$ cat src/sv/cfrs_mul.sv
module cfrs_mul (
	input  logic               clk,
	input  logic signed [31:0] a,
	input  logic signed [31:0] b,
	output logic signed [63:0] p
);
	// registered product
	always_ff @(posedge clk) begin
		p <= a * b;
	end
endmodule

$ cat config.mk
export PLATFORM = sky130hd
export DESIGN_NAME = cfrs_mul
export DESIGN_NICKNAME = d
export VERILOG_FILES = /design/src/sv/cfrs_mul.sv
export SDC_FILE = /design/constraint.sdc
export NUM_CORES = 2
export LEC_CHECK = 0
export BUFFER_PORTS_ARGS = -buffer_cell sky130_fd_sc_hd__buf_2
export CELL_PAD_IN_SITES_DETAIL_PLACEMENT = 1
export CELL_PAD_IN_SITES_GLOBAL_PLACEMENT = 2
export CORE_MARGIN = 2
export CORE_UTILIZATION = 46
export CTS_CLUSTER_DIAMETER = 40
export DETAILED_ROUTE_END_ITERATION = 16
export GPL_TIMING_DRIVEN = 0
export PLACE_DENSITY_LB_ADDON = 0.2
export SYNTH_ARGS = -nofsm -noshare
export SYNTH_HDL_FRONTEND = slang
export SYNTH_SLANG_ARGS = --single-unit
$ cat constraint.sdc
create_clock -name clk -period 16 [get_ports clk]
set_input_delay 1.6 -clock clk [delete_from_list [all_inputs] [get_ports clk]]
set_output_delay 1.6 -clock clk [all_outputs]
set_load 0.1 [all_outputs]
Word-level counts from Yosys, hierarchy flattened. Index checks and enable logic that the tools add are counted.

Register bits after elaboration: 64. Memory bits (read-only): 0. Memory bits (writable): 0. Logic and storage cells: 2. Output and inout port bits: 64. Memories: 0. Bits in latches: 0.

Add/sub/neg operators: 0. Reduce and logical (&&, ||, !) cells: 0. Eq/ne operators: 0. Multiplexer cells: 0. Div/mod/pow operators: 0. Shift operators: 0. Bitwise operators: 0. Multiply operators: 1. Order comparisons: 0.

Operator list (number): 32-bit by 32-bit multiplier with 64-bit output (1).

Longest topological paths before layout.
Depth in word-level cells: 1. Depth in mapped cells: 28. Gate-level depth less buffers: 27.

Least setup slack after synthesis. No wires, ideal clock.

Path kind: input-to-reg. Start: in b[2]. End: reg p[62]. Path slack: 7139 ps. Buffers on the path: 1. Required time: 15928 ps. Setup time: 72 ps. Arrival time: 8789 ps. Stages: 24. Cells stage by stage: clkbuf_1 -> nand2_1 -> inv_1 -> fa_1 -> fa_1 -> fa_1 -> fa_1 -> inv_1 -> fa_1 -> inv_1 -> fa_1 -> inv_1 -> fa_1 -> inv_1 -> fa_1 -> ha_1 -> and3_1 -> nand2_1 -> or3_1 -> o22a_1 -> o211ai_1 -> a31oi_1 -> o31ai_1 -> xor2_1.

Cells in the longest elaborated chain, start to end: 1.

RTL lines: start, declared (line 4) `input logic signed [31:0] b,`; 32-bit by 32-bit multiplier with 64-bit output (line 9) `p <= a * b;`; end signal, assigned (line 9); end, declared (line 5) `output logic signed [63:0] p`.

Every way passes these cells.

Final worst setup path.
Start: in b[3]. End: reg p[60].

Same word-level chain as after synthesis.

==> metrics.md <==
| Metric | Value |
|---|---|
| Status | finished, final reports clean |
| Hold endpoint | p[0] |
| Drt drc | 0 |
| CTS hold repair buffers | 0 |
| Via count | ~27000 |
| Cell variety after synth | 63 |
| # clock sinks | 64 |
| Synth warn | 0 |
| Die Area | roughly 83000 sq um |
| Period utilization | between 60% and 70% |
| Reg clk slew, reported paths | around 80 ps |
| Fin crit period | 10890 ps |
| Worst Max-Slew Pin Slew | between 1000 and 1500 ps |
| Setup crit end kind | flip-flop |
| F_max | roughly 90 MHz |
| H-tree Lvls | 3 |
| CTS root buf | clkbuf_16 |
| Synthesis-stage register bit count | 64 |
| Via density | around 5.4 |
| Largest net degree at the start of global routing | 23 |
| Routed wire length | between 100000 and 150000 um |
| Data arrival, critical path | ~11000 ps |
| Critical path type | in -> reg |
| Final HPWL DP | roughly 120000 um |
| Share of the synthesized area in the top cell type | roughly 58% |
| Met3 wire length | approximately 8700 um |
| Final hold vios | 0 |
| WP buf/inv | 5 |
| First-pass GRT wire length | 209000 um |
| Setup TNS | 0 ps |
| Initial DRC count | approximately 1500 |
| Worst path slowest cell | clkbuf_1 |
| Post-synthesis async set-or-reset flop share | 0% |
| PostCTS Resize Cnt | 0 |
| Post-CTS Setup Bufs | 0 |
| Placer congestion estimate | between 1 and 1.5 |
| I/O Buffers | around 130 |
| Share of layout cells above drive strength 1 | under 10% |
| Area leader, netlist | fa_1 |
| Unrepaired setup endpoints after global routing | no |
| CTS buffer count | 9 |
| Max layer used | met5 |
| Post-synth EDFFs | 0 |
| Nets | ~5400 |
| Slew Limit Headroom | around 14% |
| Starting density of the core | between 40 and 50% |
| Met2 WL | 66400 um |
| CTS tree | built |
| Crit-path max FO | 10 |
| Main synth FF type | dfxtp_1 |
| Reg with most FFs | p |
| Routed len/inst | ~27 um |
| # setup viols final | 0 |
| Core area | roughly 80000 sq um |
| Max-slew violations | 0 |
| Clock tree buffer depth | 2 |
| Hold Path Depth | 2 |
| Worst Path Required | ~16000 ps |
| Max stage delay on crit path | about 840 ps |
| Die Ht | between 200 and 300 um |
| HP Class | in -> reg |
| Top flop regs | p: 64 flops |
| Metal-1 WL | about 55000 um |
| Fin Hold WS | 1650 ps |
| # Max-Cap Violations | 0 |
| Avg Inst Size Synth | about 9.6 sq um |
| Antenna violations before repair | 11 |
| I/O pin cnt | between 100 and 150 |
| Sequential fraction of the synthesis area | roughly 3.4% |
| Netlist Area Pre-Place | approximately 37000 sq um |
| Area delta synth->final | 6.32% |
| First-pass DRT Iterations | 7 |
| GRT Overall Usage | between 30% and 40% |
| Syn nets | 5215 |
| Grt total ovfl | 0 |
| Crit path max-delay family | adder cells |
| CP Launch Type | input port |
| Std cell rows | 104 |
| Final ANT Viol Nets | 0 |
| Vias in the first global route | a little over 30000 |
| Max reg flops | 64 |
| Worst hold start | b[0] |
| Die X | around 290 um |
| Top post-synthesis cells by area | fa_1 58%, inv_1 9.6%, and2_1 8.7% |
| Most frequent cell on the critical path | fa_1 |
| Cells after synthesis | roughly 3900 |
kinds of logic (layout without fill, tap and decap cells):
family | count (synthesis) | in the layout | share of synthesized area [%]
other | 0 | 8 | 0
buffers and inverters | 1152 | 1297 | 11.6
adders and majority gates | 1266 | 1266 | 64.3
DFF | 64 | 64 | 3.44
and+or+nand+nor | 1134 | 1134 | 15.4
AOI/OAI and AO/OA | 193 | 193 | 3.46
xor gates and xnor gates | 75 | 75 | 1.76
cells in the mapped netlist (2+ instances only):
cell type  instances
a211oi_1           4
a211oi_2           3
a21boi_0           3
a21o_1            23
a21o_2             2
a21oi_1           68
a31oi_1           12
and2_1           516
and3_1             7
and4_1             3
buf_1              2
buf_2              3
clkbuf_1         195
dfxtp_1           64
fa_1            1082
ha_1             184
inv_1            952
nand2_1          511
nand2b_1           9
nand3_1           15
nand4_1            7
nor2_1            42
nor2b_1            3
nor3_1             6
o211ai_1           3
o21a_1             4
o21ai_0           28
o21ai_2            2
o21bai_1          15
o22a_1             2
o31ai_1            6
or3_1              4
xnor2_1           53
xor2_1            22
per-stage QoR:
step	cells	utilization [%]	instance area [sq um]	setup WS, ps
finish	5097	49.3	39600	5110
global route	5089	49.3	39600	4610
CTS	5089	49.3	39600	5030
detailed placement	5073	48.8	39200	4640
global placement	5072	48.8	39200	4620
floorplan	3884	-	37200	7140
layout make-up:
type / count / area, sq um
diodes: 8 / 20.0
plain buffers: 200 / 754
clock buffers: 10 / 239
clock inverters: 6 / 115
fillers: 9268 / 40700
inverters: 952 / 3570
multi-input cells: 2668 / 31600
flip-flops and latches: 64 / 1280
well taps: 1060 / 1330
repair buffers: 129 / 652
how the worst max path moves through the flow:
stage | endpoint | slack [ps] | cells after the start | start
5_1_grt | p[62] | 4610 | 26 | b[5]
2_1_floorplan | p[62] | 7140 | 24 | b[2]
3_5_place_dp | p[62] | 4640 | 26 | b[5]
6_report | p[60] | 5110 | 25 | b[3]
4_1_cts | p[62] | 5030 | 24 | b[2]
3_3_place_gp | p[62] | 4620 | 26 | b[5]
placed cells by master, fill, tap and decap left out, drive strengths merged, types with 22 or more instances in the layout:
cell type	instances
nand2	511
a21oi	68
inv	953
xnor2	53
buf	134
a21o	25
clkbuf	205
dfxtp	64
o21ai	31
and2	516
nor2	42
fa	1082
ha	184
xor2	22
layer usage:
layer / up-vias / GRT usage (%)
met5: - / 0
met4: 10 / 19.9
met3: 344 / 6.31
met2: 926 / 57.9
met1: 14700 / 44.7
li1: 11300 / -
Power is left out: the tool's default activity adds up to more than one toggle a clock period on the data nets, which glitch-free logic cannot reach.
