## src/sv/cfrs_pkg.sv

```systemverilog
package cfrs_pkg;

	localparam int VEC_FRAC_BITS = 14;
	localparam int TEX_FRAC      = 16;

	localparam int COORD_W = 32;
	localparam int VEC_W   = 16;
	localparam int WV_W    = 49;   // working vector: cross product of a unit and a 32 bit ray
	localparam int MAG_W   = 48;
	localparam int SQ_W    = 64;
	localparam int ROOT_W  = 32;
	localparam int SEG_W   = 34;
	localparam int DIV_RW  = 32;
	localparam int DIV_QW  = SEG_W + TEX_FRAC;
	localparam int DIV_CW  = 6;

	localparam int CFG_IW = 3;
	localparam int CFG_DW = 32;
	localparam int IN_DW  = 96;
	localparam int OUT_DW = 272;

	localparam logic [CFG_IW-1:0] REG_EYE_X   = 3'd0;
	localparam logic [CFG_IW-1:0] REG_EYE_Y   = 3'd1;
	localparam logic [CFG_IW-1:0] REG_EYE_Z   = 3'd2;
	localparam logic [CFG_IW-1:0] REG_CHAIN_W = 3'd3;
	localparam logic [CFG_IW-1:0] REG_TEX_LEN = 3'd4;

	localparam logic [30:0] CW_RESET = 31'd6554;
	localparam logic [30:0] TL_RESET = 31'd13107;
	localparam logic [VEC_W-1:0] VEC_MAX = 16'd32767;

	typedef enum logic [4:0] {
		ST_IDLE, ST_LOAD, ST_SHRINK, ST_SQ, ST_SQ_ACC, ST_SQRT, ST_SQRT_WAIT,
		ST_DIV, ST_DIV_WAIT, ST_CROSS, ST_CROSS_ACC, ST_AVG, ST_OFF, ST_OFF_ACC,
		ST_OUT_TOP, ST_OUT_BOT, ST_TEX, ST_TEX_WAIT, ST_POST, ST_CLEAR
	} state_t;

	typedef enum logic [1:0] {VK_RAY, VK_SEG, VK_BIN, VK_NRM} vkind_t;

	typedef struct packed {
		logic busy;
		logic done;
	} ustat_t;

	function automatic logic [1:0] inc3(input logic [1:0] x);
		return (x == 2'd2) ? 2'd0 : x + 2'd1;
	endfunction

endpackage

```

## src/sv/cfrs_sqrt.sv

```systemverilog
module cfrs_sqrt (
	input  logic                          clk,
	input  logic                          arst_n,
	input  logic                          start,
	input  logic [cfrs_pkg::SQ_W-1:0]     x,
	output logic [cfrs_pkg::ROOT_W-1:0]   root,
	output cfrs_pkg::ustat_t              stat
);
	import cfrs_pkg::*;

	logic [SQ_W-1:0] x_q, r_q, bit_q, trial;
	logic            busy_q, done_q, ge;

	assign trial = r_q + bit_q;
	assign ge    = x_q >= trial;
	assign root  = r_q[ROOT_W-1:0];
	assign stat  = '{busy: busy_q, done: done_q};

	always_ff @(posedge clk or negedge arst_n) begin
		if (!arst_n) begin
			busy_q <= 1'b0;
			done_q <= 1'b0;
		end else begin
			done_q <= 1'b0;
			if (start) begin
				busy_q <= 1'b1;
			end else if (busy_q && bit_q[0]) begin
				busy_q <= 1'b0;
				done_q <= 1'b1;
			end
		end
	end

	// one result bit per cycle, two radicand bits per step
	always_ff @(posedge clk) begin
		if (start) begin
			x_q   <= x;
			r_q   <= '0;
			bit_q <= SQ_W'(1) << (SQ_W - 2);
		end else if (busy_q) begin
			if (ge) begin
				x_q <= x_q - trial;
				r_q <= (r_q >> 1) + bit_q;
			end else begin
				r_q <= r_q >> 1;
			end
			bit_q <= bit_q >> 2;
		end
	end
endmodule

```

## config.mk

```make
export PLATFORM = sky130hd
export DESIGN_NAME = cfrs_sqrt
export DESIGN_NICKNAME = d
export VERILOG_FILES = /design/src/sv/cfrs_pkg.sv /design/src/sv/cfrs_sqrt.sv
export SDC_FILE = /design/constraint.sdc
export NUM_CORES = 1
export LEC_CHECK = 0
export BUFFER_PORTS_ARGS = -buffer_cell sky130_fd_sc_hd__buf_4
export CORE_ASPECT_RATIO = 1.1
export CORE_MARGIN = 2
export CORE_UTILIZATION = 45
export DETAILED_ROUTE_END_ITERATION = 8
export SLEW_MARGIN = 0
export SYNTH_ARGS = -nofsm -noshare
export SYNTH_HDL_FRONTEND = slang
export SYNTH_SLANG_ARGS = --single-unit
export TNS_END_PERCENT = 10
```

## constraint.sdc

```tcl
create_clock -name clk -period 7.95 [get_ports clk]
set_input_delay 1.1925 -clock clk [delete_from_list [all_inputs] [get_ports clk]]
set_output_delay 1.1925 -clock clk [all_outputs]
set_load 0.02 [all_outputs]
```

Word level (Yosys, flattened, before mapping)
Index checks and enable logic that the tools add are counted.

storage, ports and cells
  register bits = 162
  bits of input ports = 67
  output and inout port bits = 34
  logic and storage cells = 22

cells by class
  $add $sub $neg = 3
  order comparisons = 1
  multiplexer cells = 8
  reductions and logical operators = 5

operator list
  cell                 number
  $mux W64             4
  $add A63 B63 Y64     1
  $add A64 B63 Y64     1
  $ge A64 B64 Y1       1
  $sub A64 B64 Y64     1
  $reduce_bool A2 Y1   3
  $mux W1              4
  $reduce_and A2 Y1    1
  $logic_and A1 B1 Y1  1

Depth between registers and ports, before layout
  depth in word-level cells = 5
  mapped depth = 28
  mapped depth without buffers = 25

Worst setup path after synthesis
Ideal clock, no wire load.

  kind = reg2reg
  start point = reg r_q[2]
  end point = reg x_q[0] (enable)
  setup time = 0.432 ns
  arrival = 6.046 ns
  required time = 7.518 ns
  setup slack = 1.471 ns
  cell stages (with the launch flop) = 24
  buffers on the path = 2
  clock period less this slack = 6.479 ns
  path through = dfxtp_1 -> ha_1 -> a31o_2 -> a31oi_1 -> o21ai_2 -> a21oi_1 -> o31ai_4 -> a21oi_1 -> o31ai_2 -> a21o_1 -> a21oi_1 -> o21bai_1 -> xnor2_1 -> ha_1 -> clkbuf_1 -> nand4_1 -> nor3_1 -> nand4_1 -> o31ai_1 -> a221oi_1 -> o41ai_1 -> buf_2 -> nand2_1 -> nand2b_1

between the ends
  longest elaborated chain between the ends = 4

ends and longest elaborated chain
  element                       line             RTL
  start, declared               cfrs_sqrt.sv:11  logic [SQ_W-1:0] x_q, r_q, bit_q, trial;
  start signal, assigned        cfrs_sqrt.sv:43  r_q <= (r_q >> 1) + bit_q;
  start signal, assigned        cfrs_sqrt.sv:45  r_q <= r_q >> 1;
  $add A64 B63 Y64              cfrs_sqrt.sv:14  assign trial = r_q + bit_q;
  $ge A64 B64 Y1                cfrs_sqrt.sv:15  assign ge = x_q >= trial;
  $reduce_bool A2 Y1 (no line)  -
  $reduce_and A2 Y1 (no line)   -
  end signal, assigned          cfrs_sqrt.sv:42  x_q <= x_q - trial;
  end, declared                 cfrs_sqrt.sv:11

No other way between the ends.
A chain may end at the register's enable or synchronous reset.

Worst setup path in the final report
  start point = reg r_q[12]
  end point = reg r_q[56]

between the ends
  longest elaborated chain between the ends = 3
  elaborated cells on any way between the ends = 4
  classes of those cells = add/sub: 2; order compare: 1; mux: 1

ends and longest elaborated chain
  element           line             RTL
  $add A64 B63 Y64  cfrs_sqrt.sv:14
  $ge A64 B64 Y1    cfrs_sqrt.sv:15
  $mux W64 *        cfrs_sqrt.sv:41  if (ge) begin

Every way passes the cells marked *; elsewhere a longest branch is shown, timed or not.

==> impl_metrics.toml <==
[layout]
layout.cells.most_common_list = "sky130_fd_sc_hd__nand2_1, sky130_fd_sc_hd__nor2_1, sky130_fd_sc_hd__o21ai_0"
fin_area_mm2 = 0.0164
layout_commonest_cell = "sky130_fd_sc_hd__nand2_1"
n_antenna_cell = 0
fillers = 3275
synthToLayoutAreaGrowth_pct = 8.47
final_standard_cell_count_with_taps_included_and_fillers_excluded = 2344
drive_gt1_share_pct = 10.1
finish.net_count = 2097

[sta]
finClkSkew_ns = 0.0143
unrepaired_setup_endpoints_after_global_routing = "no"
final_setup_fails = 0
tightest_slew_ns = 1.10
post_route_fraction_of_the_period_consumed_by_the_critical_path_pct = 88.0
finalHoldViolations = 0
slew_viol_final = 0
worst_hold_slack_ns = 0.505
min_period_ns = 6.99
max_slew_margin_pct = 26.2
setup_tns_ns = 0
fmaxAchievable_ghz = 0.143

[clock_tree]
cts.repair_timing.setup_buffer_count = 0
cts_resized = 0
worstSkewPairLatency_ns = 0.45
cts.htree.levels = 4
ctsRootBufferMaster = "sky130_fd_sc_hd__clkbuf_16"
tritoncts_clock_tree = "yes"
holdBufCountCts = 0
cts-buffers-inserted = 17
clock-sinks = 162
cts.clk_slew.worst_paths_ns = 0.07
cts_max_path_buffers = 2

[synth]
post-synth-top-area-fraction_pct = 12.7
synth.net_count = 2103
synthCells = 1905
synth-compound-area-share_pct = 27.4
async_flop_share_pct = 1.23
synth_sequential_area_ratio_pct = 25.8
number_of_synthesized_flops_with_an_enable_pin = 64
synth_adder_area_share_pct = 10.9
synth-seq-cells = 162
yosysWarnings = 0
post_synth_and_or_nand_nor_area_fraction_pct = 19.0
synth_top_cells_by_area = "sky130_fd_sc_hd__dfxtp_1, sky130_fd_sc_hd__edfxtp_1, sky130_fd_sc_hd__ha_1, sky130_fd_sc_hd__nand2_1, sky130_fd_sc_hd__o21ai_0"
synthDominantAreaCellType = "sky130_fd_sc_hd__dfxtp_1"
netlist_area_mm2 = 0.0151
synthesis.area_per_instance_um2 = 7.93
ys.flop_type = "sky130_fd_sc_hd__dfxtp_1"
synthXorXnorAreaFrac_pct = 8.81
yosys-mux-area-fraction_pct = 2.81
synth_unique_cells = 89
synth_top_family_by_area = "compound AO/OA/AOI/OAI gates"

[grt]
pin_count_of_the_biggest_net_entering_global_routing = 87
grt_overflow_total = 0
antenna_violations_before_repair = 0
grt_first_pass_wirelength_um = 68800
grt_use_total_pct = 24.5
grt_pass1_vias = 13300

[pwr]
power-per-cell-area_mw_per_mm2 = 348
finalPower_mw = 5.71
cellLeakagePower_nw = 6.64
irDropWorstVdd_mv = 0.186

[critical_path]
timing.critical_path.from_type = "register"
worst-setup-path-type = "reg -> reg"
cp.required_ns = 8.33
cp.arrival_ns = 7.37
crit_fanout = 28
worst_path_largest_cell_delay_ns = 0.56
cp_slowest_cell = "sky130_fd_sc_hd__o41a_2"
cp_num_buf_inv = 1
crit_path_cell_trace = "ha_1, a31oi_1, o21ai_0, a41o_1, a21oi_1, o31ai_4, a21oi_1, o31ai_2, a21o_1, a21oi_1, o21bai_1, xnor2_1, ha_1, a21oi_1, o21bai_1, a21oi_1, o21ai_0, a221oi_1, o41a_2, buf_4, nor3_1, nor3_1, o21ai_0, a31oi_1"
cpMostUsedCell = "sky130_fd_sc_hd__a21oi_1"
cp_top_family = "compound AO/OA/AOI/OAI gates"
crit_path_end_kind = "register"

[floorplan]
start_util_pct = 45.5
num_rows = 70
core-area_mm2 = 0.0332
die_x_um = 179
num_io_pins = 101
die-area_mm2 = 0.0351
floorplan.die.height_um = 196

[drt]
drt.antenna.violating_nets = 0
drt_iter0_drc = 953
firstDrtPassIters = 5
drc = 0
routed_via_density = 5.99
postRouteWirelength_um = 43000
num_vias = 14000
drt-wirelength-per-cell_um = 18.4

[placed_design]
dpl.hpwl_um = 32400
placement.io_buffers = 100
dpl.cell_count = 2312
routabilityCongestion = 0.921
postPlaceCellArea_mm2 = 0.0158

[hold_path]
hp-class = "in -> async"

[outcome]
run_status = "completed"

[job]
count_of_max_cap_constraint_violations = 0
## worst paths after layout
kind / depth (start not counted) / to / slack (ns) / startpoint
worst max-delay path: 24 / r_q[56]$_SDFFE_PP0P_ / 0.96 / r_q[12]$_SDFFE_PP0P_
worst min-delay path: 1 / busy_q$_DFFE_PN0P_ / 0.51 / arst_n
worst max register to register: 24 / r_q[56]$_SDFFE_PP0P_ / 0.96 / r_q[12]$_SDFFE_PP0P_
worst min register to register: 2 / r_q[0]$_SDFFE_PP0P_ / 0.51 / r_q[0]$_SDFFE_PP0P_
max in group asynchronous: 1 / busy_q$_DFFE_PN0P_ / 7.35 / arst_n
min in group clk: 2 / r_q[0]$_SDFFE_PP0P_ / 0.51 / r_q[0]$_SDFFE_PP0P_
## stage by stage
stage          setup slack (ns)  utilization [%]
4_1_cts                    1.09             49.4
3_5_place_dp               1.12             47.7
5_1_grt                   0.444             49.4
3_3_place_gp               1.20             47.7
6_report                  0.956             49.4
2_1_floorplan              1.47                -
## state kept, by name, summed over array words and instances (netlist names)
name	count
done_q	1
bit_q	32
x_q	64
r_q	64
busy_q	1
## cell usage after synthesis (20+ instances only)
| cell | instances |
|---|---|
| sky130_fd_sc_hd__nand4_1 | 37 |
| sky130_fd_sc_hd__mux2i_1 | 38 |
| sky130_fd_sc_hd__a211oi_1 | 27 |
| sky130_fd_sc_hd__ha_1 | 130 |
| sky130_fd_sc_hd__xor2_1 | 84 |
| sky130_fd_sc_hd__nand3_1 | 23 |
| sky130_fd_sc_hd__nor2_1 | 203 |
| sky130_fd_sc_hd__nor3_1 | 22 |
| sky130_fd_sc_hd__nor2b_1 | 32 |
| sky130_fd_sc_hd__buf_4 | 38 |
| sky130_fd_sc_hd__a311oi_1 | 22 |
| sky130_fd_sc_hd__a21oi_1 | 122 |
| sky130_fd_sc_hd__inv_1 | 32 |
| sky130_fd_sc_hd__xnor2_1 | 68 |
| sky130_fd_sc_hd__o21ai_0 | 154 |
| sky130_fd_sc_hd__nand2_1 | 217 |
| sky130_fd_sc_hd__a21o_1 | 56 |
| sky130_fd_sc_hd__o21bai_1 | 42 |
| sky130_fd_sc_hd__dfxtp_1 | 96 |
| sky130_fd_sc_hd__or3_1 | 20 |
| sky130_fd_sc_hd__clkbuf_1 | 78 |
| sky130_fd_sc_hd__edfxtp_1 | 64 |
| sky130_fd_sc_hd__a31oi_1 | 56 |
## power breakdown
part / switching, mW / total [mW] / internal [mW]
Combinational: 2.16 / 3.50 / 1.34
Clock: 0.373 / 0.828 / 0.455
Sequential: 0.178 / 1.38 / 1.20
## metal layers
layer  vias up  part of all wire (%)  wire length (um)  global-route usage, %
li1       6979                     -                 -                      -
met1      6572                    44             19100                   31.7
met2       411                    48             20800                   41.9
met3        78                   4.9              2090                   2.83
met4         0                   2.5              1060                   8.22
met5         -                     0                 0                      0
## logic make-up after synthesis
| group | Yosys count |
|---|---|
| and+or+nand+nor | 628 |
| AOI/OAI and AO/OA | 623 |
| buffers and inverters | 167 |
| DFF | 162 |
| xor gates and xnor gates | 152 |
| adders and majority gates | 131 |
| muxes | 42 |
## area by class of cell
cell class              count  area, um^2  area share [%]
multi-input cells        1576       10400            63.6
flip-flops and latches    162        3900            23.8
repair buffers            109         822            5.01
well taps                 432         541            3.30
clock buffers              22         507            3.09
inverters                  33         124           0.756
clock inverters            10        68.8           0.420
Power figures use the tool's default switching activity.
