==> src/sv/cfrs_pkg.sv <==
package cfrs_pkg;

	localparam int VEC_FRAC_BITS = 14;
	localparam int TEX_FRAC      = 16;

	localparam int COORD_W = 32;
	localparam int VEC_W   = 16;
	localparam int WV_W    = 49;   // working vector: cross product of a unit and a 32 bit ray
	localparam int MAG_W   = 48;
	localparam int SQ_W    = 64;
	localparam int ROOT_W  = 32;
	localparam int SEG_W   = 34;
	localparam int DIV_RW  = 32;
	localparam int DIV_QW  = SEG_W + TEX_FRAC;
	localparam int DIV_CW  = 6;

	localparam int CFG_IW = 3;
	localparam int CFG_DW = 32;
	localparam int IN_DW  = 96;
	localparam int OUT_DW = 272;

	localparam logic [CFG_IW-1:0] REG_EYE_X   = 3'd0;
	localparam logic [CFG_IW-1:0] REG_EYE_Y   = 3'd1;
	localparam logic [CFG_IW-1:0] REG_EYE_Z   = 3'd2;
	localparam logic [CFG_IW-1:0] REG_CHAIN_W = 3'd3;
	localparam logic [CFG_IW-1:0] REG_TEX_LEN = 3'd4;

	localparam logic [30:0] CW_RESET = 31'd6554;
	localparam logic [30:0] TL_RESET = 31'd13107;
	localparam logic [VEC_W-1:0] VEC_MAX = 16'd32767;

	typedef enum logic [4:0] {
		ST_IDLE, ST_LOAD, ST_SHRINK, ST_SQ, ST_SQ_ACC, ST_SQRT, ST_SQRT_WAIT,
		ST_DIV, ST_DIV_WAIT, ST_CROSS, ST_CROSS_ACC, ST_AVG, ST_OFF, ST_OFF_ACC,
		ST_OUT_TOP, ST_OUT_BOT, ST_TEX, ST_TEX_WAIT, ST_POST, ST_CLEAR
	} state_t;

	typedef enum logic [1:0] {VK_RAY, VK_SEG, VK_BIN, VK_NRM} vkind_t;

	typedef struct packed {
		logic busy;
		logic done;
	} ustat_t;

	function automatic logic [1:0] inc3(input logic [1:0] x);
		return (x == 2'd2) ? 2'd0 : x + 2'd1;
	endfunction

endpackage

==> src/sv/cfrs_div.sv <==
module cfrs_div (
	input  logic                          clk,
	input  logic                          arst_n,
	input  logic                          start,
	input  logic [cfrs_pkg::DIV_RW-1:0]   r_init,
	input  logic [cfrs_pkg::DIV_QW-1:0]   q_init,
	input  logic [cfrs_pkg::DIV_RW-1:0]   den,
	input  logic [cfrs_pkg::DIV_CW-1:0]   steps,
	output logic [cfrs_pkg::DIV_QW-1:0]   quo,
	output cfrs_pkg::ustat_t              stat
);
	import cfrs_pkg::*;

	logic [DIV_RW-1:0] r_q, d_q;
	logic [DIV_QW-1:0] q_q;
	logic [DIV_CW-1:0] cnt_q;
	logic              busy_q, done_q, ge;
	logic [DIV_RW:0]   r2, diff;

	// restoring divide: shift in one numerator bit, trial subtract
	assign r2   = {r_q, q_q[DIV_QW-1]};
	assign diff = r2 - {1'b0, d_q};
	assign ge   = r2 >= {1'b0, d_q};
	assign quo  = q_q;
	assign stat = '{busy: busy_q, done: done_q};

	always_ff @(posedge clk or negedge arst_n) begin
		if (!arst_n) begin
			busy_q <= 1'b0;
			done_q <= 1'b0;
			cnt_q  <= '0;
		end else begin
			done_q <= 1'b0;
			if (start) begin
				busy_q <= 1'b1;
				cnt_q  <= steps;
			end else if (busy_q) begin
				cnt_q <= cnt_q - 1'b1;
				if (cnt_q == DIV_CW'(1)) begin
					busy_q <= 1'b0;
					done_q <= 1'b1;
				end
			end
		end
	end

	always_ff @(posedge clk) begin
		if (start) begin
			r_q <= r_init;
			q_q <= q_init;
			d_q <= den;
		end else if (busy_q) begin
			r_q <= ge ? diff[DIV_RW-1:0] : r2[DIV_RW-1:0];
			q_q <= {q_q[DIV_QW-2:0], ge};
		end
	end
endmodule

==> config.mk <==
export PLATFORM = sky130hd
export DESIGN_NAME = cfrs_div
export DESIGN_NICKNAME = d
export VERILOG_FILES = /design/src/sv/cfrs_pkg.sv /design/src/sv/cfrs_div.sv
export SDC_FILE = /design/constraint.sdc
export NUM_CORES = 1
export LEC_CHECK = 0
export BUFFER_PORTS_ARGS = -buffer_cell sky130_fd_sc_hd__buf_2
export CORE_MARGIN = 5
export CORE_UTILIZATION = 59
export DETAILED_ROUTE_END_ITERATION = 6
export GPL_ROUTABILITY_DRIVEN = 0
export GPL_TIMING_DRIVEN = 0
export MAX_ROUTING_LAYER = met4
export PLACE_DENSITY = 0.95
export REMOVE_ABC_BUFFERS = 1
export SLEW_MARGIN = 20
export SYNTH_ARGS = -nofsm -noshare
export SYNTH_HDL_FRONTEND = slang
export SYNTH_SLANG_ARGS = --single-unit
==> constraint.sdc <==
create_clock -name clk -period 7.45 [get_ports clk]
set_input_delay 0.745 -clock clk [delete_from_list [all_inputs] [get_ports clk]]
set_output_delay 0.745 -clock clk [all_outputs]
set_load 0.005 [all_outputs]
### Yosys cells after proc, flatten, opt, wreduce, memory -nomap -nowiden

Cells that the tools add are included.

* input port bits: 123
* logic and storage cells: 24
* bits in registers: 122

* $add $sub $neg: 2
* $lt $le $gt $ge: 1
* multiplexer cells: 13
* equality and inequality tests: 1
* reductions and logical operators: 1

Operators by type and width (number)
* 50-bit two-way mux: 2
* 32-bit two-way mux: 3
* 33-bit by 32-bit >= comparator with 1-bit output: 1
* 32-bit subtractor: 1
* 6-bit two-way mux: 2
* 6-bit by 1-bit == test with 1-bit output, second input constant: 1
* 1-bit two-way mux: 6
* 6-bit by 1-bit subtractor with 6-bit output, second input constant: 1
* 2-bit nonzero test: 1

### Logic depth before layout (Yosys ltp)

Gate-level depths: netlist of run 1.

* depth in word-level cells: 4
* mapped depth: 12

### Worst setup path after synthesis of run 1

OpenSTA, ideal clock, no wires.

* path type: input to register
* start: input port start
* end: register q_q[0] (netlist: quo[0]) (enable)
* stages: 5
* arrival: 3.137 ns
* slack: 3.877 ns
* data required time: 7.014 ns
* setup time: 0.436 ns
* path through: clkbuf_1 > clkbuf_1 > clkbuf_1 > nor2_1 > inv_1

* word-level cells in the longest chain between the ends: 1

RTL lines
* start: declaration: line cfrs_div.sv:4 `input logic start,`
* 2-bit nonzero test (no line)
* end signal: assignment: line cfrs_div.sv:50 `q_q <= q_init;`
* end signal: assignment: line cfrs_div.sv:54 `q_q <= {q_q[DIV_QW-2:0], ge};`
* end: declaration: line cfrs_div.sv:15 `logic [DIV_QW-1:0] q_q;`

No other way between the ends.
A chain may end at the register's enable or synchronous reset.

### Final worst setup path of run 1

* start: register q_q[49] (netlist: quo[49])
* end: register r_q[30] (data pin)

* word-level cells in the longest chain between the ends: 4

RTL lines
* 32-bit subtractor or 33-bit by 32-bit >= comparator with 1-bit output (tied branches): line cfrs_div.sv:22, cfrs_div.sv:23
* 32-bit two-way mux *: line cfrs_div.sv:53 `r_q <= ge ? diff[DIV_RW-1:0] : r2[DIV_RW-1:0];`
* 32-bit two-way mux *: line cfrs_div.sv:52 `end else if (busy_q) begin`
* 32-bit two-way mux *: line cfrs_div.sv:48 `if (start) begin`
* end signal: assignment: line cfrs_div.sv:49 `r_q <= r_init;`
* end signal: assignment: line cfrs_div.sv:53
* end: declaration: line cfrs_div.sv:14 `logic [DIV_RW-1:0] r_q, d_q;`

Mark *: on every way between the ends. The rest lies on a longest branch, timed or not. The select of a mux whose other input is x is not followed.

==> key figures, run 1 <==
Run status
  – Status: finished, final reports clean

Global route
  – Largest net degree at the start of global routing: 82
  – Initial antenna violation count: 0
  – Met2 usage: 43.84%
  – Met1 Use GR: between 20% and 30%
  – Total Routing Usage GR: 26.21%
  – Vias in the first global route: 5963
  – Met3 global-route usage: 8.559%
  – First-pass GRT wire length: 29070 um
  – Total grt overflow: 0
  – Busiest layer in global routing: met2

Setup path
  – CP Capture Type: flip-flop
  – Crit-path max FO: 4
  – Worst setup SP type: flip-flop
  – Crit path DAT: about 3500 ps
  – Reg2reg setup slack: 4180 ps
  – Critical Path RT: 7720 ps
  – Worst setup path class: flip-flop to flip-flop

Floorplan
  – DIE WIDTH: 120.5 um
  – Num rows: 40
  – Core Box Area: around 12000 sq um
  – # IOs: 175
  – Vert. Die Dim: around 120 um
  – Initial core utilization: 60.02%
  – DIE AREA: roughly 15000 sq um

STA
  – RSZ-0062 raised after global routing: false
  – Final Setup Violations: 0
  – Skew final: 16.42 ps
  – Max Clock Freq: 0.3057 GHz
  – Slew HR: 50.92%
  – Max-slew violation count: 0
  – Worst Hold Slack: 153.8 ps
  – Part of the cycle the worst path needs: 43.91%
  – Worst Tran Pin Value: around 730 ps
  – Post-route setup TNS: 0 ps
  – Tmin final: 3272 ps
  – Final hold vios: 0

Synthesis
  – Area leader, netlist: edfxtp_1
  – Ys flop type: edfxtp_1
  – Post-synth top cells: edfxtp_1 (114), nand2_1 (53), mux2_2 (50), inv_1 (45), o21ai_0 (38)
  – Distinct cells, synth: 63
  – Seq/Total Area, Yosys: 50.26%
  – Post-Syn Instances: between 600 and 700
  – Synthesized flop and latch total: 122
  – Count leader, synth: edfxtp_1
  – Post-synth top area share: 47.48%
  – Synth area leaders: edfxtp_1 (47%), mux2_2 (7.8%), ha_1 (5.9%), xnor2_1 (2.8%), dfrtp_1 (2.8%)
  – Async S/R FF share, synth: 6.557%
  – Number of synthesized flops with an enable pin: 114
  – Mapped Area: 7209 sq um
  – Post-Syn Area per Cell: around 11 sq um
  – YS warnings: 0

Clock network
  – Root Buffer: clkbuf_16
  – Clock Latency Late Sink: 430 ps
  – Sink Count: 122
  – Clk buf depth: 2
  – CTS tree: yes
  – Post-cts sizing count: 0
  – CTS H-tree depth: 4
  – CTS Hold Bufs: 0
  – Post-CTS Setup Bufs: 0
  – TritonCTS buffer count: 17
  – Worst-path clk slew: about 60 ps

Run
  – Max cap viols: 0

Power and ir drop
  – Pwr Total: 3.324 mW
  – PD cells: 378.7 nW/um^2
  – IR drop worst, VDD: 0.2279 mV
  – Leakage: around 3.7 nW

Worst hold path
  – Hold WC Path Type: input pin to async pin

Placement
  – Post-DP HPWL: 12770 um
  – Port Buffers: 174

Cells and area
  – Nets: 965
  – Layout cell share with drive strength beyond 1: 34.02%
  – Fill cells: ~800
  – Ant. Diodes: 0
  – Area grow syn2layout: 21.75%

Routing
  – 1st-pass router iterations: 7
  – Initial DRC count: 485
  – WL/cell: 19.17 um
  – Avg Vias per Cell: roughly 6.1
  – Post-route ant nets: 0
  – Vias: 5901
  – Drc violations: 0
  – Final wirelength: between 15000 and 20000 um
-- layout make-up --
type	count	area [sq um]	share of cell area, %
inverters	46	175.2	1.996
clock buffers	19	452.9	5.160
repair buffers	176	924.6	10.53
clock inverters	13	188.9	2.153
well taps	147	183.9	2.096
multi-input cells	444	3228	36.78
flip-flops and latches	122	3623	41.28
-- path summary, 6_finish.rpt --
path	depth (start not counted)	start	endpoint
setup / recovery	12	quo[49]$_DFFE_PP_	r_q[30]$_DFFE_PP_
hold / removal	1	arst_n	busy_q$_DFF_PN0_
setup reg to reg	12	quo[49]$_DFFE_PP_	r_q[30]$_DFFE_PP_
hold reg to reg	1	quo[48]$_DFFE_PP_	quo[49]$_DFFE_PP_
max in group asynchronous	1	arst_n	done_q$_DFF_PN0_
min in group clk	1	den[31]	d_q[31]$_DFFE_PP_
-- power by group --
group          switching, mW  leakage (nW)  internal, mW
Clock                  0.312         0.312         0.579
Sequential            0.0919          1.28         0.942
Combinational          0.823          2.15         0.575
-- routing by layer --
layer | part of all wire, % | wire length (um)
met2 | 51 | 9384
met1 | 38 | 7066
met3 | 9.3 | 1729
met5 | 0 | 0
met4 | 1.9 | 357
-- cells by family after synthesis --
| kind of cell | Yosys count | share of synthesized area (%) |
|---|---|---|
| AO/OA/AOI/OAI | 166 | 16.16 |
| XOR/XNOR | 31 | 3.766 |
| adder cells (fa/ha/maj) | 35 | 6.178 |
| buffers and inverters | 84 | 4.981 |
| flip-flops | 122 | 50.26 |
| multiplexers | 51 | 7.949 |
| AND/OR/NAND/NOR | 161 | 10.71 |
-- metrics by stage --
stage | util, % | cells | worst slack, ps | area, sq um
2_1_floorplan | - | 612 | 4620 | 7023
3_3_place_gp | 67.25 | 933 | 1704 | 8078
3_5_place_dp | 67.73 | 935 | 4057 | 8135
4_1_cts | 73.07 | 967 | 4190 | 8777
5_1_grt | 73.07 | 967 | 3922 | 8777
6_report | 73.07 | 967 | 4178 | 8777
-- flip-flops by register name, summed over array words and instances (netlist names) --
name    cells
busy_q      1
quo        50
r_q        32
cnt_q       6
d_q        32
done_q      1
-- critical path, stage by stage (launching register included) --
cell	delay [ps]
edfxtp_1	400
inv_1	100
ha_1	180
inv_1	60
fa_1	410
a21oi_1	340
o211ai_1	210
a2111oi_2	410
o31ai_1	200
a41oi_1	340
xnor2_1	160
o21ai_0	100
a31oi_1	200
-- placed cells by master (no fill, tap or decap), drive strengths merged, types with 5 or more instances in the layout --
cell type,n
buf,176
edfxtp,114
nand2,53
mux2,50
inv,48
o21ai,41
a21oi,38
ha,34
nor2,34
xnor2,23
nand4,21
clkbuf,19
nand3,18
a31oi,17
o311ai,13
a21o,11
o21a,10
and3,9
nor3,9
xor2,8
dfrtp,8
o31ai,7
clkinv,6
o211ai,5
and2,5
No activity file was read; power rests on OpenSTA's default activity.
==> run 2, diff against run 1 <==
- CORE_UTILIZATION: 59 -> 49
- PLACE_DENSITY: 0.95 -> 0.85
- clock period: 7.45 -> 2.9 ns (I/O delays scaled with it)
==> key figures, run 2 (synthesized netlist as in run 1, its figures left out) <==
Global route
  – Vias in the first global route: between 6000 and 7000
  – Initial antenna violation count: 0
  – Largest net degree at the start of global routing: 71
  – First-pass GRT wire length: around 29000 um
  – Total Routing Usage GR: 21.47%
  – Total grt overflow: 0

Cells and area
  – Fin area: between 9000 and 10000 sq um
  – Layout cell share with drive strength beyond 1: between 30 and 40%
  – Commonest non-fill, non-tap cells in the layout: buf_2 (173), edfxtp_1 (114), nand2_1 (52)
  – Multi-input logic area: between 3000 and 4000 sq um
  – Fill cells: 1169
  – Commonest non-fill, non-tap cell in the layout: buf_2
  – Area grow syn2layout: 26.40%
  – Nets: 983
  – Layout Cells excl Fill: 1023
  – Max reg flops: 50
  – Reg area: 3623 sq um

Clock network
  – TritonCTS buffer count: 17
  – CTS H-tree depth: 4
  – Sink Count: roughly 120
  – Root Buffer: clkbuf_16
  – Clk buf depth: 2
  – CTS tree: yes
  – Worst-path clk slew: approximately 60 ps
  – Clock Latency Late Sink: between 400 and 500 ps

Floorplan
  – Num rows: 44
  – # IOs: 175
  – Vert. Die Dim: 131.3 um
  – Initial core utilization: 49.79%
  – Core Box Area: 14480 sq um
  – DIE AREA: between 15000 and 20000 sq um
  – DIE WIDTH: around 130 um

Routing
  – Vias: roughly 6000
  – 1st-pass router iterations: 4
  – Final wirelength: between 15000 and 20000 um
  – Post-route ant nets: 0
  – WL/cell: between 15 and 20 um
  – Avg Vias per Cell: 5.737
  – Initial DRC count: 351
  – Drc violations: 0

Setup path
  – R2R depth: 13
  – FF-to-FF Start: quo[49]$_DFFE_PP_
  – Crit-path max FO: 4
  – Critical Path RT: 3160 ps
  – CP Capture Type: flip-flop
  – Worst setup SP type: flip-flop
  – Reg-to-reg endpoint: r_q[30]$_DFFE_PP_
  – Reg2reg setup slack: about 11 ps
  – Crit path DAT: 3150 ps
  – Worst setup path class: flip-flop to flip-flop

Power and ir drop
  – PD cells: 967.9 nW/um^2
  – Leakage: about 3.8 nW
  – IR drop worst, VDD: 0.5276 mV

Worst hold path
  – Hold path start: den[11]
  – Hold depth: 1
  – Hold WC Path Type: input pin to flip-flop
  – End of the worst hold path: d_q[11]$_DFFE_PP_

STA
  – Skew final: between 9 and 10 ps
  – Part of the cycle the worst path needs: between 90% and 100%
  – Final Setup Violations: 0
  – Final hold vios: 0
  – Setup ws final: 11.29 ps
  – Max-slew violation count: 0
  – Max Clock Freq: roughly 0.35 GHz
  – Tmin final: 2889 ps
  – RSZ-0062 raised after global routing: true
  – Slew HR: between 50% and 60%
  – Worst Tran Pin Value: 609.6 ps

Placement
  – DP Cell Count: between 900 and 1000
  – Port Buffers: 174
  – Pre-CTS setup slack: -234.5 ps
  – Post-DP HPWL: 12650 um
  – Dpl cell area: slightly above 8000 sq um

Run status
  – Status: finished, final reports clean

Run
  – Max cap viols: 0
-- run 2: critical path, stage by stage (launching register included) --
cell       delay, ps
edfxtp_1         400
inv_2            100
ha_4             130
inv_2             40
fa_2             380
a21oi_4          180
o211ai_1         180
a2111oi_2        390
buf_4            200
o31ai_4           60
a41oi_2          260
xnor2_1          140
o21ai_1           80
a31oi_1          180
-- run 2: repair_timing --
| action | in CTS | in global routing |
|---|---|---|
| gates cloned | 1 | 1 |
| pin swaps | 10 | 14 |
| hold buffers | 1 | 0 |
| setup buffers | 4 | 11 |
| resized for setup | 10 | 26 |
| endpoints found under the setup margin | 20 | 32 |
| hold endpoints to repair | 8 | 0 |
-- run 2: metrics by stage --
stage	utilization [%]	setup TNS [ps]	hold WS [ps]	total power [mW]
after floorplan	-	0	-5.591	5.224
after global placement	56.11	-273050	140.2	6.066
after detailed placement	56.52	-2924	139.1	6.138
after CTS	61.42	-2.913	26.68	8.501
after global routing	62.92	-240.9	26.94	9.307
final	62.94	0	40.36	8.820
-- run 2: area by class of cell --
| type | instances | share of cell area (%) |
|---|---|---|
| flip-flops and latches | 122 | 39.76 |
| multi-input cells | 446 | 37.20 |
| repair buffers | 192 | 11.85 |
| clock buffers | 19 | 4.861 |
| well taps | 184 | 2.526 |
| inverters | 46 | 1.936 |
| clock inverters | 13 | 1.840 |
| diodes | 1 | 0.02746 |
-- run 2: power breakdown --
| group | switching [mW] | internal (mW) |
|---|---|---|
| combinational | 2.26 | 1.71 |
| clock | 0.820 | 1.38 |
| sequential | 0.232 | 2.42 |
-- run 2: worst max-delay path by stage --
stage / from / endpoint / slack (ps) / depth (start not counted)
after detailed placement: quo[49]$_DFFE_PP_ / r_q[28]$_DFFE_PP_ / -230 / 12
final: quo[49]$_DFFE_PP_ / r_q[30]$_DFFE_PP_ / 10 / 13
after floorplan: quo[49]$_DFFE_PP_ / r_q[28]$_DFFE_PP_ / 170 / 12
after global routing: quo[49]$_DFFE_PP_ / r_q[30]$_DFFE_PP_ / -150 / 13
after global placement: start / quo[45]$_DFFE_PP_ / -2460 / 3
after CTS: quo[49]$_DFFE_PP_ / r_q[30]$_DFFE_PP_ / -3 / 13
-- run 2: routing by layer --
layer / routed length, um / share of wire (%) / GRT usage (%) / up-vias
met2: 9404 / 50 / 36.00 / 234
met5: 0 / 0 / - / -
met3: 1438 / 7.7 / 7.225 / 29
li1: - / - / - / 2803
met1: 7662 / 41 / 24.87 / 2803
met4: 269 / 1.4 / 5.543 / 0
==> run 3, diff against run 2 <==
- CORE_UTILIZATION: 49 -> 51
- CTS_BUF_LIST: default -> sky130_fd_sc_hd__clkbuf_4
- PLACE_DENSITY: 0.85 -> 0.88
==> key figures, run 3 (synthesized netlist as in run 1, its figures left out) <==
Setup path
  – CP Buf/Inv Count: 1
  – Family with the most delay on the worst path: compound AO/OA/AOI/OAI gates
  – Worst setup path class: flip-flop to flip-flop
  – Crit path max-delay cell type: edfxtp_1
  – Crit-path max FO: 15
  – CP Capture Type: flip-flop
  – Delay of the slowest cell on the worst path: 410 ps
  – Worst path cell trace: ha_1, a21o_1, a221oi_2, o21a_1, a21oi_2, o21ai_4, a21oi_4, buf_4, o21ai_0, a31oi_1
  – Reg2reg setup slack: between 100 and 150 ps
  – Worst setup SP type: flip-flop
  – Critical Path RT: between 3000 and 4000 ps
  – Crit path DAT: 3040 ps

Global route
  – Vias in the first global route: 5999
  – Initial antenna violation count: 1
  – First-pass GRT wire length: 29310 um
  – Total Routing Usage GR: 22.90%
  – Total grt overflow: 0
  – Largest net degree at the start of global routing: between 70 and 80

Routing
  – Avg Vias per Cell: 5.660
  – Post-route ant nets: 0
  – Initial DRC count: 447
  – Final wirelength: around 19000 um
  – Drc violations: 0
  – Vias: between 5000 and 6000
  – 1st-pass router iterations: 7
  – WL/cell: 17.63 um

Floorplan
  – Vert. Die Dim: 128.9 um
  – DIE WIDTH: 128.9 um
  – Core Box Area: 13880 sq um
  – Initial core utilization: ~52%
  – # IOs: 175
  – Num rows: 43
  – DIE AREA: 16610 sq um

Power and ir drop
  – Comb power frac: 50.9%
  – Net Switching: 3.151 mW
  – Sw frac: 40.22%
  – Clock power frac: 15.3%
  – PD cells: 857.8 nW/um^2
  – Pint: 4.683 mW
  – Sequential Power Share: between 30 and 40%
  – Leakage: around 3.8 nW
  – IR drop worst, VDD: roughly 0.46 mV

Placement
  – Port Buffers: 174
  – Post-DP HPWL: 12660 um
  – DP Cell Count: 969

Cells and area
  – Max reg flops: 50
  – Fill cells: 1090
  – Commonest non-fill, non-tap cells in the layout: buf_2 (173), edfxtp_1 (114), nand2_1 (52)
  – Commonest non-fill, non-tap cell in the layout: buf_2
  – Layout cell share with drive strength beyond 1: between 30% and 40%
  – Layout Cells excl Fill: 1056
  – Area grow syn2layout: 26.67%
  – Nets: approximately 1000

STA
  – Max Clock Freq: 0.3587 GHz
  – Max-slew violation count: 0
  – Part of the cycle the worst path needs: 96.13%
  – Slew HR: 61.22%
  – Final hold vios: 0
  – Tmin final: 2788 ps
  – Skew final: between 20 and 30 ps
  – Worst Tran Pin Value: 581.1 ps
  – Post-route setup TNS: 0 ps
  – Final Setup Violations: 0

Clock network
  – CTS tree: yes
  – TritonCTS buffer count: 17
  – Clock Latency Late Sink: 540 ps
  – Sink Count: 122
  – Worst-path clk slew: between 100 and 150 ps
  – CTS H-tree depth: 4
  – Clk buf depth: 2
  – Root Buffer: clkbuf_4

Worst hold path
  – Hold WC Path Type: input pin to flip-flop

Run
  – Max cap viols: 0

Run status
  – Status: finished, final reports clean
## run 3: cell types whose count changed in the layout (fill, tap and decap cells not counted), sizes merged
cell and delta:
dlygate4sd3 +38, inv -2, a21o -1, bufinv -1, clkbuf +1, clkinv +1, clkinvlp +1
## run 3: per-stage QoR
stage	hold slack (ps)	area (sq um)	setup slack [ps]	util [%]	total power, mW
floorplan	-5.591	7023	174.0	-	5.224
global placement	138.1	8119	-2398	58.49	6.046
detailed placement	139.6	8192	-277.4	59.01	6.162
CTS	14.00	8992	10.72	64.78	7.590
global route	6.930	9133	-26.81	65.79	8.351
finish	44.03	9133	112.1	65.79	7.834
## run 3: final cells by class
class / instances / area [sq um] / area share (%)
sequential: 122 / 3623 / 39.68
multi-input combinational: 445 / 3381 / 37.02
timing repair buffer: 230 / 1448 / 15.85
tap: 180 / 225.2 / 2.466
inverter: 46 / 176.4 / 1.932
clock buffer: 20 / 150.1 / 1.644
clock inverter: 12 / 126.4 / 1.384
antenna: 1 / 2.502 / 0.02740
## run 3: power groups by stage
| stage | registers (mW) | clock network (mW) | logic, mW |
|---|---|---|---|
| after floorplan | 2.62 | 0 | 2.61 |
| after global placement | 2.66 | 0 | 3.39 |
| after detailed placement | 2.67 | 0 | 3.50 |
| after CTS | 2.64 | 1.21 | 3.75 |
| after global routing | 2.70 | 1.30 | 4.35 |
| final | 2.65 | 1.20 | 3.98 |
## run 3: per-layer routing
| layer | track usage [%] | up-vias | wire length (um) |
|---|---|---|---|
| met5 | - | - | 0 |
| met4 | 6.547 | 0 | 309 |
| met3 | 7.015 | 33 | 1741 |
| met2 | 36.16 | 267 | 9027 |
| met1 | 28.62 | 2806 | 7538 |
| li1 | - | 2871 | - |
## run 3: timing repair
action,4_1_cts,5_1_grt
resized for setup,16,17
setup endpoints to repair,20,31
pin swaps,11,11
gates cloned,0,1
endpoints found under the hold margin,46,0
buffers inserted,8,6
hold buffers,39,0
## run 3: final timing paths
path,from,cells after the start,to
setup reg to reg,r_q[8]$_DFFE_PP_,10,r_q[19]$_DFFE_PP_
setup / recovery,r_q[8]$_DFFE_PP_,10,r_q[19]$_DFFE_PP_
max in group asynchronous,arst_n,2,done_q$_DFF_PN0_
min in group asynchronous,arst_n,2,cnt_q[2]$_DFFE_PN0P_
hold / removal,q_init[42],2,quo[42]$_DFFE_PP_
hold reg to reg,quo[15]$_DFFE_PP_,1,quo[16]$_DFFE_PP_
## run 3: worst reg2reg max path: stages, from the launching register on
cell and delay, ps:
edfxtp_1 410, ha_1 390, a21o_1 230, a221oi_2 310, o21a_1 200, a21oi_2 90, o21ai_4 240, a21oi_4 100
buf_4 210, o21ai_0 230, a31oi_1 120
